File: src/rtl/sps_pkg.sv
// Shared constants, types and a helper function for the scan-out block.
package sps_pkg;

   // Raster geometry.
   localparam int VERT_OFFSET     = 20;
   localparam int HORZ_OFFSET     = 48;
   localparam int LINES_PER_FRAME = 262;
   localparam int SCREEN_WIDTH    = 320;
   localparam int MEM_DEPTH       = 4096;
   localparam int SLOTS_PER_LINE  = 456 / 4;
   localparam int WINDOW_BYTES    = 80;
   localparam int HORZ_SLOTS      = HORZ_OFFSET / 4;

   // Field widths.
   localparam int ADDR_W    = $clog2(MEM_DEPTH);
   localparam int LINE_W    = 9;
   localparam int SLOT_W    = 7;
   localparam int COLUMN_W  = 10;
   localparam int PIXEL_W   = 9;
   localparam int CSR_IDX_W = 3;
   localparam int CSR_DAT_W = 32;

   // Item modes.
   localparam logic [1:0] MODE_WRITE = 2'd0;
   localparam logic [1:0] MODE_LINE  = 2'd1;
   localparam logic [1:0] MODE_SLOT  = 2'd2;

   // Register indexes.
   localparam logic [CSR_IDX_W-1:0] CSR_HIGH_RES     = 3'd0;
   localparam logic [CSR_IDX_W-1:0] CSR_COLOR_SPLIT  = 3'd1;
   localparam logic [CSR_IDX_W-1:0] CSR_BACKGROUND   = 3'd2;
   localparam logic [CSR_IDX_W-1:0] CSR_BLANK_LINE   = 3'd3;
   localparam logic [CSR_IDX_W-1:0] CSR_RIGHT_COLORS = 3'd4;
   localparam logic [CSR_IDX_W-1:0] CSR_LEFT_COLORS  = 3'd5;

   // Per-slot decisions handed from the sequencer to the pixel stage.
   typedef struct packed {
      logic valid;
      logic fetch;
      logic use_left;
      logic doubled;
      logic line_end;
   } slot_ctrl_type;

   // Color code of one 2-bit pixel: the selected color register shifted left one.
   function automatic logic [PIXEL_W-1:0] color_code(input logic [31:0] set,
                                                     input logic [1:0]  pix);
      logic [7:0] reg_val;
      case (pix)
         2'd0:    reg_val = set[7:0];
         2'd1:    reg_val = set[15:8];
         2'd2:    reg_val = set[23:16];
         default: reg_val = set[31:24];
      endcase
      return {reg_val, 1'b0};
   endfunction

endpackage

File: src/rtl/sps_seq.sv
// Line and slot sequencer: raster position, fetch address and per-slot decisions.
module sps_seq import sps_pkg::*; (
   input  logic              clock,
   input  logic              reset,
   input  logic              accept,
   input  logic [1:0]        mode,
   input  logic [LINE_W-1:0] line_number,
   input  logic              high_res,
   input  logic [7:0]        color_split,
   input  logic [7:0]        blank_line,
   output logic [ADDR_W-1:0] fetch_addr,
   output slot_ctrl_type     slot_ctrl
);

   logic [SLOT_W-1:0]   slot_ff,   slot_in;
   logic [COLUMN_W-1:0] column_ff, column_in;
   logic [ADDR_W-1:0]   fetch_ff,  fetch_in;
   logic [LINE_W-1:0]   line_ff,   line_in;
   logic                open_ff,   open_in;

   logic signed [10:0]  eff_line;
   logic [10:0]         eff_wrap;
   logic [LINE_W-1:0]   new_line;
   logic [15:0]         off_hi;
   logic [15:0]         off_lo;
   logic signed [8:0]   win_col;
   logic                in_window;
   logic                do_fetch;
   logic [SLOT_W-1:0]   slot_next;
   logic [COLUMN_W:0]   column_sum;
   logic [COLUMN_W-1:0] column_next;
   logic                end_of_line;
   logic                slot_go;

   // Display line and memory offset for a line start.
   always_comb begin
      eff_line = $signed({2'b00, line_number}) - 11'(VERT_OFFSET);
      eff_wrap = (eff_line < 0) ? 11'(eff_line + 11'(LINES_PER_FRAME)) : 11'(eff_line);
      new_line = eff_wrap[LINE_W-1:0];
      off_hi   = {7'd0, new_line} * 16'd80;
      off_lo   = {8'd0, new_line[LINE_W-1:1]} * 16'd40;
   end

   // Slot decisions: window, color set, fetch and end of line.
   always_comb begin
      win_col     = $signed({2'b00, slot_ff}) - 9'(HORZ_SLOTS);
      in_window   = (win_col >= 0) && (win_col < 9'sd80);
      do_fetch    = in_window && (line_ff < {1'b0, blank_line});
      slot_next   = high_res ? slot_ff + 1'b1 : slot_ff + 2'd2;
      column_sum  = {1'b0, column_ff} + (high_res ? 11'd4 : 11'd8);
      column_next = (column_sum > 11'(SCREEN_WIDTH)) ? COLUMN_W'(SCREEN_WIDTH)
                                                     : column_sum[COLUMN_W-1:0];
      end_of_line = ({1'b0, slot_next} >= 8'(SLOTS_PER_LINE)) ||
                    (column_next >= COLUMN_W'(SCREEN_WIDTH));
      slot_go     = accept && (mode == MODE_SLOT) && open_ff;

      slot_ctrl.valid    = slot_go;
      slot_ctrl.fetch    = do_fetch;
      slot_ctrl.use_left = win_col < $signed({1'b0, color_split});
      slot_ctrl.doubled  = !high_res;
      slot_ctrl.line_end = end_of_line;
   end

   // Next state.
   always_comb begin
      slot_in   = slot_ff;
      column_in = column_ff;
      fetch_in  = fetch_ff;
      line_in   = line_ff;
      open_in   = open_ff;
      if (accept && (mode == MODE_LINE)) begin
         line_in   = new_line;
         fetch_in  = high_res ? off_hi[ADDR_W-1:0] : off_lo[ADDR_W-1:0];
         slot_in   = '0;
         column_in = '0;
         open_in   = 1'b1;
      end else if (slot_go) begin
         slot_in   = slot_next;
         column_in = column_next;
         if (do_fetch) begin
            fetch_in = fetch_ff + 1'b1;
         end
         if (end_of_line) begin
            open_in = 1'b0;
         end
      end
   end

   always_ff @(posedge clock) begin
      if (reset) begin
         slot_ff   <= '0;
         column_ff <= '0;
         fetch_ff  <= '0;
         line_ff   <= '0;
         open_ff   <= 1'b0;
      end else begin
         slot_ff   <= slot_in;
         column_ff <= column_in;
         fetch_ff  <= fetch_in;
         line_ff   <= line_in;
         open_ff   <= open_in;
      end
   end

   assign fetch_addr = fetch_ff;

endmodule

File: config.mk
export PLATFORM = sky130hd
export DESIGN_NAME = sps_seq
export DESIGN_NICKNAME = d
export VERILOG_FILES = /design/src/rtl/sps_pkg.sv /design/src/rtl/sps_seq.sv
export SDC_FILE = /design/constraint.sdc
export NUM_CORES = 1
export LEC_CHECK = 0
export ABC_CLOCK_PERIOD_IN_PS = 6400
export CELL_PAD_IN_SITES_DETAIL_PLACEMENT = 1
export CELL_PAD_IN_SITES_GLOBAL_PLACEMENT = 2
export CORE_MARGIN = 8
export CORE_UTILIZATION = 30
export DETAILED_ROUTE_END_ITERATION = 16
export DONT_BUFFER_PORTS = 1
export PLACE_DENSITY_LB_ADDON = 0.1
export SYNTH_ARGS = -nofsm -noshare
export SYNTH_HDL_FRONTEND = slang
export SYNTH_SLANG_ARGS = --single-unit
File: constraint.sdc
create_clock -name clock -period 6.4 [get_ports clock]
set_input_delay 0.32 -clock clock [delete_from_list [all_inputs] [get_ports clock]]
set_output_delay 0.32 -clock clock [all_outputs]
set_load 0.01 [all_outputs]
# Word-level counts from Yosys, hierarchy flattened
# Cells that the tools add are included.
dict set report totals {
  regBits 39
  input_bits 31
  out_inout_bits 17
}
dict set report op_classes {
  n_addsub 7
  mul 2
  order_cmp 8
  n_eq_ne 2
  mux 11
  n_reduce_logical 13
}
# cell count
set op_table {}
lappend op_table {{two-way mux 12 bit} 4}
lappend op_table {{adder 12 x 1 -> 12 bit (second input constant)} 1}
lappend op_table {{adder 10 x 4 -> 11 bit} 1}
lappend op_table {{greater-than comparator 11 x 9 -> 1 bit (second input constant)} 1}
lappend op_table {{>= comparator 10 x 9 -> 1 bit (second input constant)} 1}
lappend op_table {{< comparator 10 x 1 -> 1 bit (second input constant)} 1}
lappend op_table {{two-way mux 10 bit} 1}
lappend op_table {{subtractor 9 x 5 -> 10 bit (second input constant)} 1}
lappend op_table {{adder 9 bit (second input constant)} 1}
lappend op_table {{< comparator 8 x 9 -> 1 bit} 1}
lappend op_table {{< comparator 9 x 8 -> 1 bit} 1}
lappend op_table {{multiplier 8 x 3 -> 9 bit (second input constant)} 1}
lappend op_table {{multiplier 9 x 3 -> 8 bit (second input constant)} 1}
lappend op_table {{two-way mux 9 bit} 1}
lappend op_table {{>= comparator 8 x 1 -> 1 bit (second input constant)} 1}
lappend op_table {{< comparator 8 bit (second input constant)} 1}
lappend op_table {{subtractor 7 x 4 -> 8 bit (second input constant)} 1}
lappend op_table {{adder 7 x 1 -> 7 bit (second input constant)} 1}
lappend op_table {{adder 7 x 2 -> 7 bit (second input constant)} 1}
lappend op_table {{>= comparator 7 bit (second input constant)} 1}
lappend op_table {{two-way mux 7 bit} 1}
lappend op_table {{nonzero test 2 bit} 3}
lappend op_table {{logical AND 1 bit} 5}
lappend op_table {{two-way mux 4 bit} 1}
lappend op_table {{7 further kinds} 10}

# Longest topological paths before layout
# Gate-level depths: netlist (run 1).
dict set report logic_depth {
  ltp_word 9
  mapped_depth 15
}

# Worst setup path after synthesis (run 1)
# Ideal clock, no wire load.
dict set report synth_timing {
  path_type {input port to flip-flop}
  from {in line_number[2]}
  to {reg fetch_ff[11], in the netlist fetch_addr[11]}
  setup_ps 134
  arrival_time_ps 2915
  required_time_ps 6266
  setup_slack_ps 3351
  path_stages 14
  path_cell_list {inv_1 > ha_1 > nor4_1 > a21oi_1 > o41ai_1 > inv_1 > ha_1 > ha_1 > o21ai_1 > o211ai_1 > o41ai_1 > o31a_1 > mux2i_1 > a211oi_1}
}
dict set report synth_between {
  elab_chain_cells 6
}
# element line
set synth_lines {}
lappend synth_lines {{start, declared} sps_seq.sv:7} ;# input logic [LINE_W-1:0] line_number,
lappend synth_lines {{subtractor 9 x 5 -> 10 bit *} sps_seq.sv:37} ;# eff_line = $signed({2'b00, line_number}) - 11'(VERT_OFFSET);
lappend synth_lines {{adder 9 bit or < comparator 10 x 1 -> 1 bit (tied branches)} sps_seq.sv:38} ;# eff_wrap = (eff_line < 0) ? 11'(eff_line + 11'(LINES_PER_FRAME)) : 11'(eff_line);
lappend synth_lines {{two-way mux 9 bit *} sps_seq.sv:38}
lappend synth_lines {{named net eff_wrap[7]} sps_seq.sv:22} ;# logic [10:0] eff_wrap;
lappend synth_lines {{multiplier 9 x 3 -> 8 bit or multiplier 8 x 3 -> 9 bit (tied branches)} {sps_seq.sv:40, sps_seq.sv:41}}
lappend synth_lines {{two-way mux 12 bit *} sps_seq.sv:73} ;# fetch_in = high_res ? off_hi[ADDR_W-1:0] : off_lo[ADDR_W-1:0];
lappend synth_lines {{two-way mux 12 bit *} sps_seq.sv:71} ;# if (accept && (mode == MODE_LINE)) begin
lappend synth_lines {{end signal, assigned} sps_seq.sv:99} ;# fetch_ff <= fetch_in;
lappend synth_lines {{end, declared} sps_seq.sv:17} ;# logic [ADDR_W-1:0] fetch_ff, fetch_in;
# The timed path passes the listed nets; every way through them passes the cells marked *.
# A chain may end at the register's enable or synchronous reset.

# Worst setup path after layout (run 1)
# Ends and elaborated chain as after synthesis.

==> summary.txt, run 1 <==
Drt
  – WL/cell: 17.1 µm
  – Via count: a little under 3,000
  – Final ANT Viol Nets: 0
  – DRC violations left: 0
  – DR iter-0 viols: 151
  – Routed Wire Length: 9530 µm
  – DR vias/cell: 5.26
  – Initial DRT Pass Iterations: 4

Synthesis
  – Syn nets: 500
  – Mapped Area: roughly 0.0033 mm²
  – Synth Area per Inst: around 8 µm²
  – Synth Instances: between 400 and 500
  – Post-synth EDFFs: 0
  – Netlist cell types: 62
  – Primary FF master, synth: dfxtp_1
  – Synth Register Bits: 39
  – Post-synthesis sequential area ratio: 0.234
  – Ys async rst share: 0
  – Ys Warns: 0

Place
  – Post-DP HPWL: ~7400 µm
  – Final Wtd Congestion: about 0.74
  – Port Buffer Count: 0

Clocking
  – Clk Latency, worst-skew pair: 0.30 ns
  – Clock buffer depth: 2
  – CTS Buf Count: 5
  – Clock slew at the register clock pins of the worst setup and hold paths: 0.09 ns
  – TritonCTS clock tree: done
  – Clock Sinks: 39
  – Post-CTS Setup Repair Bufs: 0
  – Clock root cell: clkbuf_8
  – Hold Buf Count CTS: 0
  – H-tree levels: 2
  – Post_cts resized: 0

STA
  – Clk_skew: 0.00800 ns
  – Setup_tns: 0 ns
  – Final Setup Violations: 0
  – Worst-margin pin slew: 1.01 ns
  – RSZ-0062 raised after global routing: false
  – Fin. max-slew vios: 0
  – Final worst path period share: 0.501
  – Hold Slack: 0.0826 ns
  – Final hold violations: 0
  – Max Freq: between 300 and 400 MHz
  – Crit path time final: ~3.2 ns
  – Max_slew headroom: 0.322

Final layout
  – Antenna Cells: 0
  – Commonest non-fill, non-tap cell in the layout: nand2_1
  – Final net count: around 490
  – Commonest cells after routing, fill and taps aside: 41 x nand2_1, 39 x dfxtp_1, 38 x ha_1
  – Area grow syn2layout: 4.64%
  – Number of fill cells: 1,349
  – Layout cells sized above 1: 0.0457

Setup path
  – CP dominant cell by count: ha_1
  – CP max FO: 6
  – Setup Crit Path Kind: input port to flop
  – CP endpoint kind: flop
  – Cell breakdown of the critical path: inv_1 > ha_1 > nor4_1 > a21oi_1 > o41ai_1 > inv_1 > ha_1 > ha_1 > o21ai_1 > o211ai_1 > o41ai_1 > nor4_1 > mux2i_1 > a211oi_1
  – Crit-path leading delay family: compound AO/OA/AOI/OAI gates
  – Crit path buf inv count: 2
  – Crit path launch type: input port
  – Slowest stage cell, crit path: o41ai_1
  – WP data required: ~6.6 ns
  – Delay of the slowest cell on the worst path: 0.61 ns
  – Worst EP arrival: 3.42 ns

Global route
  – Overall routing resource usage: 0.133
  – Grt total ovfl: 0
  – First-pass GRT wire length: between 15,000 and 20,000 µm
  – Largest net degree at the start of global routing: 26
  – Vias in the first global route: a little over 3,000
  – Initial antenna violation count: 0

Hold path
  – Min-delay worst type: input port to flop

Floorplan
  – Boundary pin count: 48
  – Die area: 0.0148 mm²
  – Die Wd: 122 µm
  – Initial Util: 0.308
  – Die Y: 122 µm
  – Site Rows: 38
  – Core area: 0.0108 mm²

Power
  – Total power draw: approximately 580 µW
  – Leakage power: approximately 0.0014 µW
  – VDD IR-drop max: 0.0771 mV
  – P per Cell Area: 166 mW/mm²

Outcome
  – Status: complete, no violations

Run
  – MaxCap Viol Count: 0
-- layer usage --
layer	global-route usage	wire length, µm	vias up
li1	-	-	1487
met3	0.0356	497	5
met1	0.179	4720	1400
met4	0.0301	64	0
met2	0.209	4250	35
met5	0	0	-
-- worst register-to-register path, cell delays in order, from the launching register on --
cell,delay (ns)
dfxtp_1,0.34
ha_1,0.17
inv_1,0.06
fa_1,0.43
and3b_1,0.29
and3_1,0.28
o22ai_1,0.12
a32oi_1,0.41
or2_1,0.28
o41ai_1,0.08
-- cells by family after synthesis --
family                   count (synthesis)  share of synthesized area
buffers and inverters                   55                     0.0707
AO/OA/AOI/OAI                          108                      0.215
flip-flops                              39                      0.234
multiplexers                             6                     0.0183
adder cells (fa/ha/maj)                 41                      0.160
AND/OR/NAND/NOR                        147                      0.219
XOR/XNOR                                32                     0.0838
-- cells in the mapped netlist (3+ instances only) --
cell	number	area [µm²]
a211o_1	3	26.3
a211oi_1	11	82.6
a21o_1	4	30.0
a21oi_1	30	150
a311oi_1	5	43.8
a31oi_1	3	18.8
and2_1	3	18.8
buf_4	6	45.0
clkbuf_1	11	41.3
dfxtp_1	39	781
fa_1	3	60.1
ha_1	38	475
inv_1	31	116
inv_2	3	11.3
mux2i_1	5	50.1
nand2_1	41	154
nand2b_1	4	25.0
nand3_1	14	70.1
nand4_1	8	50.1
nor2_1	35	131
nor2b_1	7	43.8
nor3_1	6	30.0
nor4_1	3	18.8
o21ai_0	12	60.1
o21ai_1	10	50.1
o31a_1	3	26.3
o31ai_1	5	37.5
o41ai_1	4	35.0
or2_1	4	25.0
or3_1	7	43.8
xnor2_1	15	131
xor2_1	17	149
-- registers in the layout, indices dropped and copies added, names as in the netlist --
register    flops
slot_ff         7
column_ff      10
fetch_addr     12
line_ff         9
open_ff         1
-- path summary, 6_finish.rpt --
kind	from	slack, ns	endpoint	depth (start not counted)
setup / recovery	line_number[2]	3.20	fetch_addr[11]$_SDFFE_PP0P_	14
hold / removal	reset	0.08	fetch_addr[9]$_SDFFE_PP0P_	1
setup reg to reg	column_ff[2]$_SDFFE_PP0P_	3.82	column_ff[5]$_SDFFE_PP0P_	9
hold reg to reg	column_ff[0]$_SDFFE_PP0P_	0.44	column_ff[0]$_SDFFE_PP0P_	2
-- report_power, final --
part           internal (µW)  leakage, µW  switching [µW]
registers                249     0.000316            9.41
logic                   61.8      0.00106            87.1
clock network           76.4    0.0000412            97.5
total                    388      0.00142             194
-- through the flow --
| stage | setup WS, ns | area [µm²] | cells | utilization |
|---|---|---|---|---|
| 2_1_floorplan | 3.35 | 3340 | 428 | - |
| 3_3_place_gp | 2.93 | 3410 | 548 | 0.315 |
| 3_5_place_dp | 2.90 | 3410 | 548 | 0.315 |
| 4_1_cts | 3.17 | 3500 | 556 | 0.323 |
| 5_1_grt | 2.90 | 3500 | 556 | 0.323 |
| 6_report | 3.20 | 3500 | 556 | 0.323 |
-- area by class of cell --
type | count | area (µm²) | share of cell area
clock inverter | 2 | 12.5 | 0.00358
multi-input combinational | 334 | 2330 | 0.665
clock buffer | 6 | 72.6 | 0.0207
inverter | 35 | 131 | 0.0376
sequential | 39 | 781 | 0.223
tap | 140 | 175 | 0.0501
No activity file was read; power rests on OpenSTA's default activity.
==> run 2: changes to the inputs <==
--- a/config.mk
+++ b/config.mk
@@ -5,7 +5,7 @@
 export SDC_FILE = /design/constraint.sdc
 export NUM_CORES = 1
 export LEC_CHECK = 0
-export ABC_CLOCK_PERIOD_IN_PS = 6400
+export ABC_CLOCK_PERIOD_IN_PS = 3200
 export CELL_PAD_IN_SITES_DETAIL_PLACEMENT = 1
 export CELL_PAD_IN_SITES_GLOBAL_PLACEMENT = 2
 export CORE_MARGIN = 8
==> constraint.sdc (replaced) <==
create_clock -name clock -period 3.2 [get_ports clock]
set_input_delay 0.16 -clock clock [delete_from_list [all_inputs] [get_ports clock]]
set_output_delay 0.16 -clock clock [all_outputs]
set_load 0.01 [all_outputs]
==> summary.txt, run 2 (synthesized netlist as in run 1, its figures left out) <==
Power
  – P per Cell Area: 327 mW/mm²
  – Clock share of power: 0.296
  – Sw Share: 0.332
  – P_sw: about 400 µW
  – Comb power frac: 0.264
  – Internal power: 784 µW
  – Part of the power in registers: 0.440
  – VDD IR-drop max: 0.134 mV
  – Leakage power: 0.00148 µW

Setup path
  – Worst EP arrival: 2.99 ns
  – Setup Crit Path Kind: input port to flop
  – Crit path launch type: input port
  – WP data required: ~3.4 ns
  – CP max FO: 6
  – CP endpoint kind: flop

Final layout
  – Number of fill cells: 1,328
  – Commonest cells after routing, fill and taps aside: 41 x nand2_1, 39 x dfxtp_1, 38 x ha_1
  – Fin util: 0.332
  – Antenna Cells: 0
  – Largest register FFs: 12
  – Final net count: 500
  – Non-Filler Instances: roughly 570
  – Commonest non-fill, non-tap cell in the layout: nand2_1
  – Area grow syn2layout: 7.52%
  – Layout cells sized above 1: 0.0699

Floorplan
  – Boundary pin count: 48
  – Die area: 0.0148 mm²
  – Site Rows: 38
  – Die Y: 122 µm
  – Core area: 0.0108 mm²
  – Die Wd: 122 µm
  – Initial Util: 0.308

Drt
  – DR iter-0 viols: approximately 100
  – Initial DRT Pass Iterations: 4
  – Via count: 2,948
  – WL/cell: 16.9 µm
  – Final ANT Viol Nets: 0
  – DRC violations left: 0
  – DR vias/cell: 5.18
  – Routed Wire Length: between 9000 and 10,000 µm

Clocking
  – CTS Buf Count: 5
  – Post-CTS Setup Repair Bufs: 0
  – Clock root cell: clkbuf_8
  – Clk Latency, worst-skew pair: roughly 0.30 ns
  – TritonCTS clock tree: done
  – H-tree levels: 2
  – Clock slew at the register clock pins of the worst setup and hold paths: 0.08 ns
  – Clock Sinks: 39
  – Post_cts resized: 0
  – Clock buffer depth: 2

STA
  – Final Setup Violations: 0
  – Crit path time final: 2.84 ns
  – Clk_skew: 0.00373 ns
  – Max Freq: 352 MHz
  – Setup_tns: 0 ns
  – Setup WS post-layout: 0.360 ns
  – Fin. max-slew vios: 0
  – RSZ-0062 raised after global routing: false
  – Worst-margin pin slew: just over 0.7 ns
  – Final worst path period share: 0.887
  – Final hold violations: 0
  – Hold Slack: roughly 0.012 ns
  – Max_slew headroom: 0.524

Place
  – Final Wtd Congestion: just under 0.8
  – Post-DP HPWL: 7410 µm
  – Placed Cells: 560
  – Port Buffer Count: 0
  – Pre-CTS setup slack: 0.102 ns

Global route
  – Vias in the first global route: 3,102
  – First-pass GRT wire length: 16,300 µm
  – Overall routing resource usage: 0.136
  – Grt total ovfl: 0
  – Largest net degree at the start of global routing: 26
  – Initial antenna violation count: 0

Run
  – MaxCap Viol Count: 0

Outcome
  – Status: complete, no violations

Hold path
  – Min-delay worst type: input port to flop
==> run 2: what timing repair did <==
item	4_1_cts	5_1_grt
hold endpoints to repair	16	0
setup endpoints to repair	0	0
hold buffers	1	0
==> run 2: per-stage QoR <==
stage,power (µW),cell area [µm²]
3_5_place_dp,837,3500
4_1_cts,1200,3590
6_report,1170,3590
5_1_grt,1260,3590
3_3_place_gp,836,3500
2_1_floorplan,763,3340
==> run 2: power groups by stage <==
stage	Sequential (µW)	Clock [µW]	Combinational [µW]
after detailed placement	529	0	308
after global routing	520	385	354
after floorplan	523	0	240
after global placement	529	0	307
after CTS	518	363	315
final	517	347	310
==> run 2: area by class of cell <==
cell class,count,area (µm²),share of cell area
Inverter,35,131,0.0365
Clock inverter,1,5.00,0.00139
Timing Repair Buffer,13,100,0.0278
Tap cell,140,175,0.0487
Sequential cell,39,781,0.217
Clock buffer,7,76.3,0.0212
Multi-Input combinational cell,334,2330,0.647
==> run 2: worst paths after layout <==
kind                        startpoint  slack, ns                          end  depth (start not counted)
max reg2reg    slot_ff[3]$_SDFFE_PP0P_       0.67   fetch_addr[8]$_SDFFE_PP0P_                          7
min reg2reg  column_ff[0]$_SDFFE_PP0P_       0.44    column_ff[0]$_SDFFE_PP0P_                          2
max                     line_number[2]       0.36  fetch_addr[11]$_SDFFE_PP0P_                         12
min                     line_number[0]       0.01      line_ff[0]$_SDFFE_PP0P_                          2
==> run 2: per-layer routing <==
metal	vias up	global-route usage	part of all wire
met4	0	0.0301	0.0090
met3	6	0.0338	0.050
met2	37	0.218	0.45
met5	-	0	0
li1	1511	-	-
met1	1394	0.179	0.49
==> run 2: critical path, cell delays in order <==
cell and delay [ns]:
inv_1 0.04, ha_1 0.33, nor4_1 0.18, a21oi_1 0.09, o31a_1 0.31, ha_1 0.32
ha_1 0.37, a211oi_1 0.46, o41ai_1 0.16, o31a_1 0.31, mux2i_1 0.16, a211oi_1 0.09
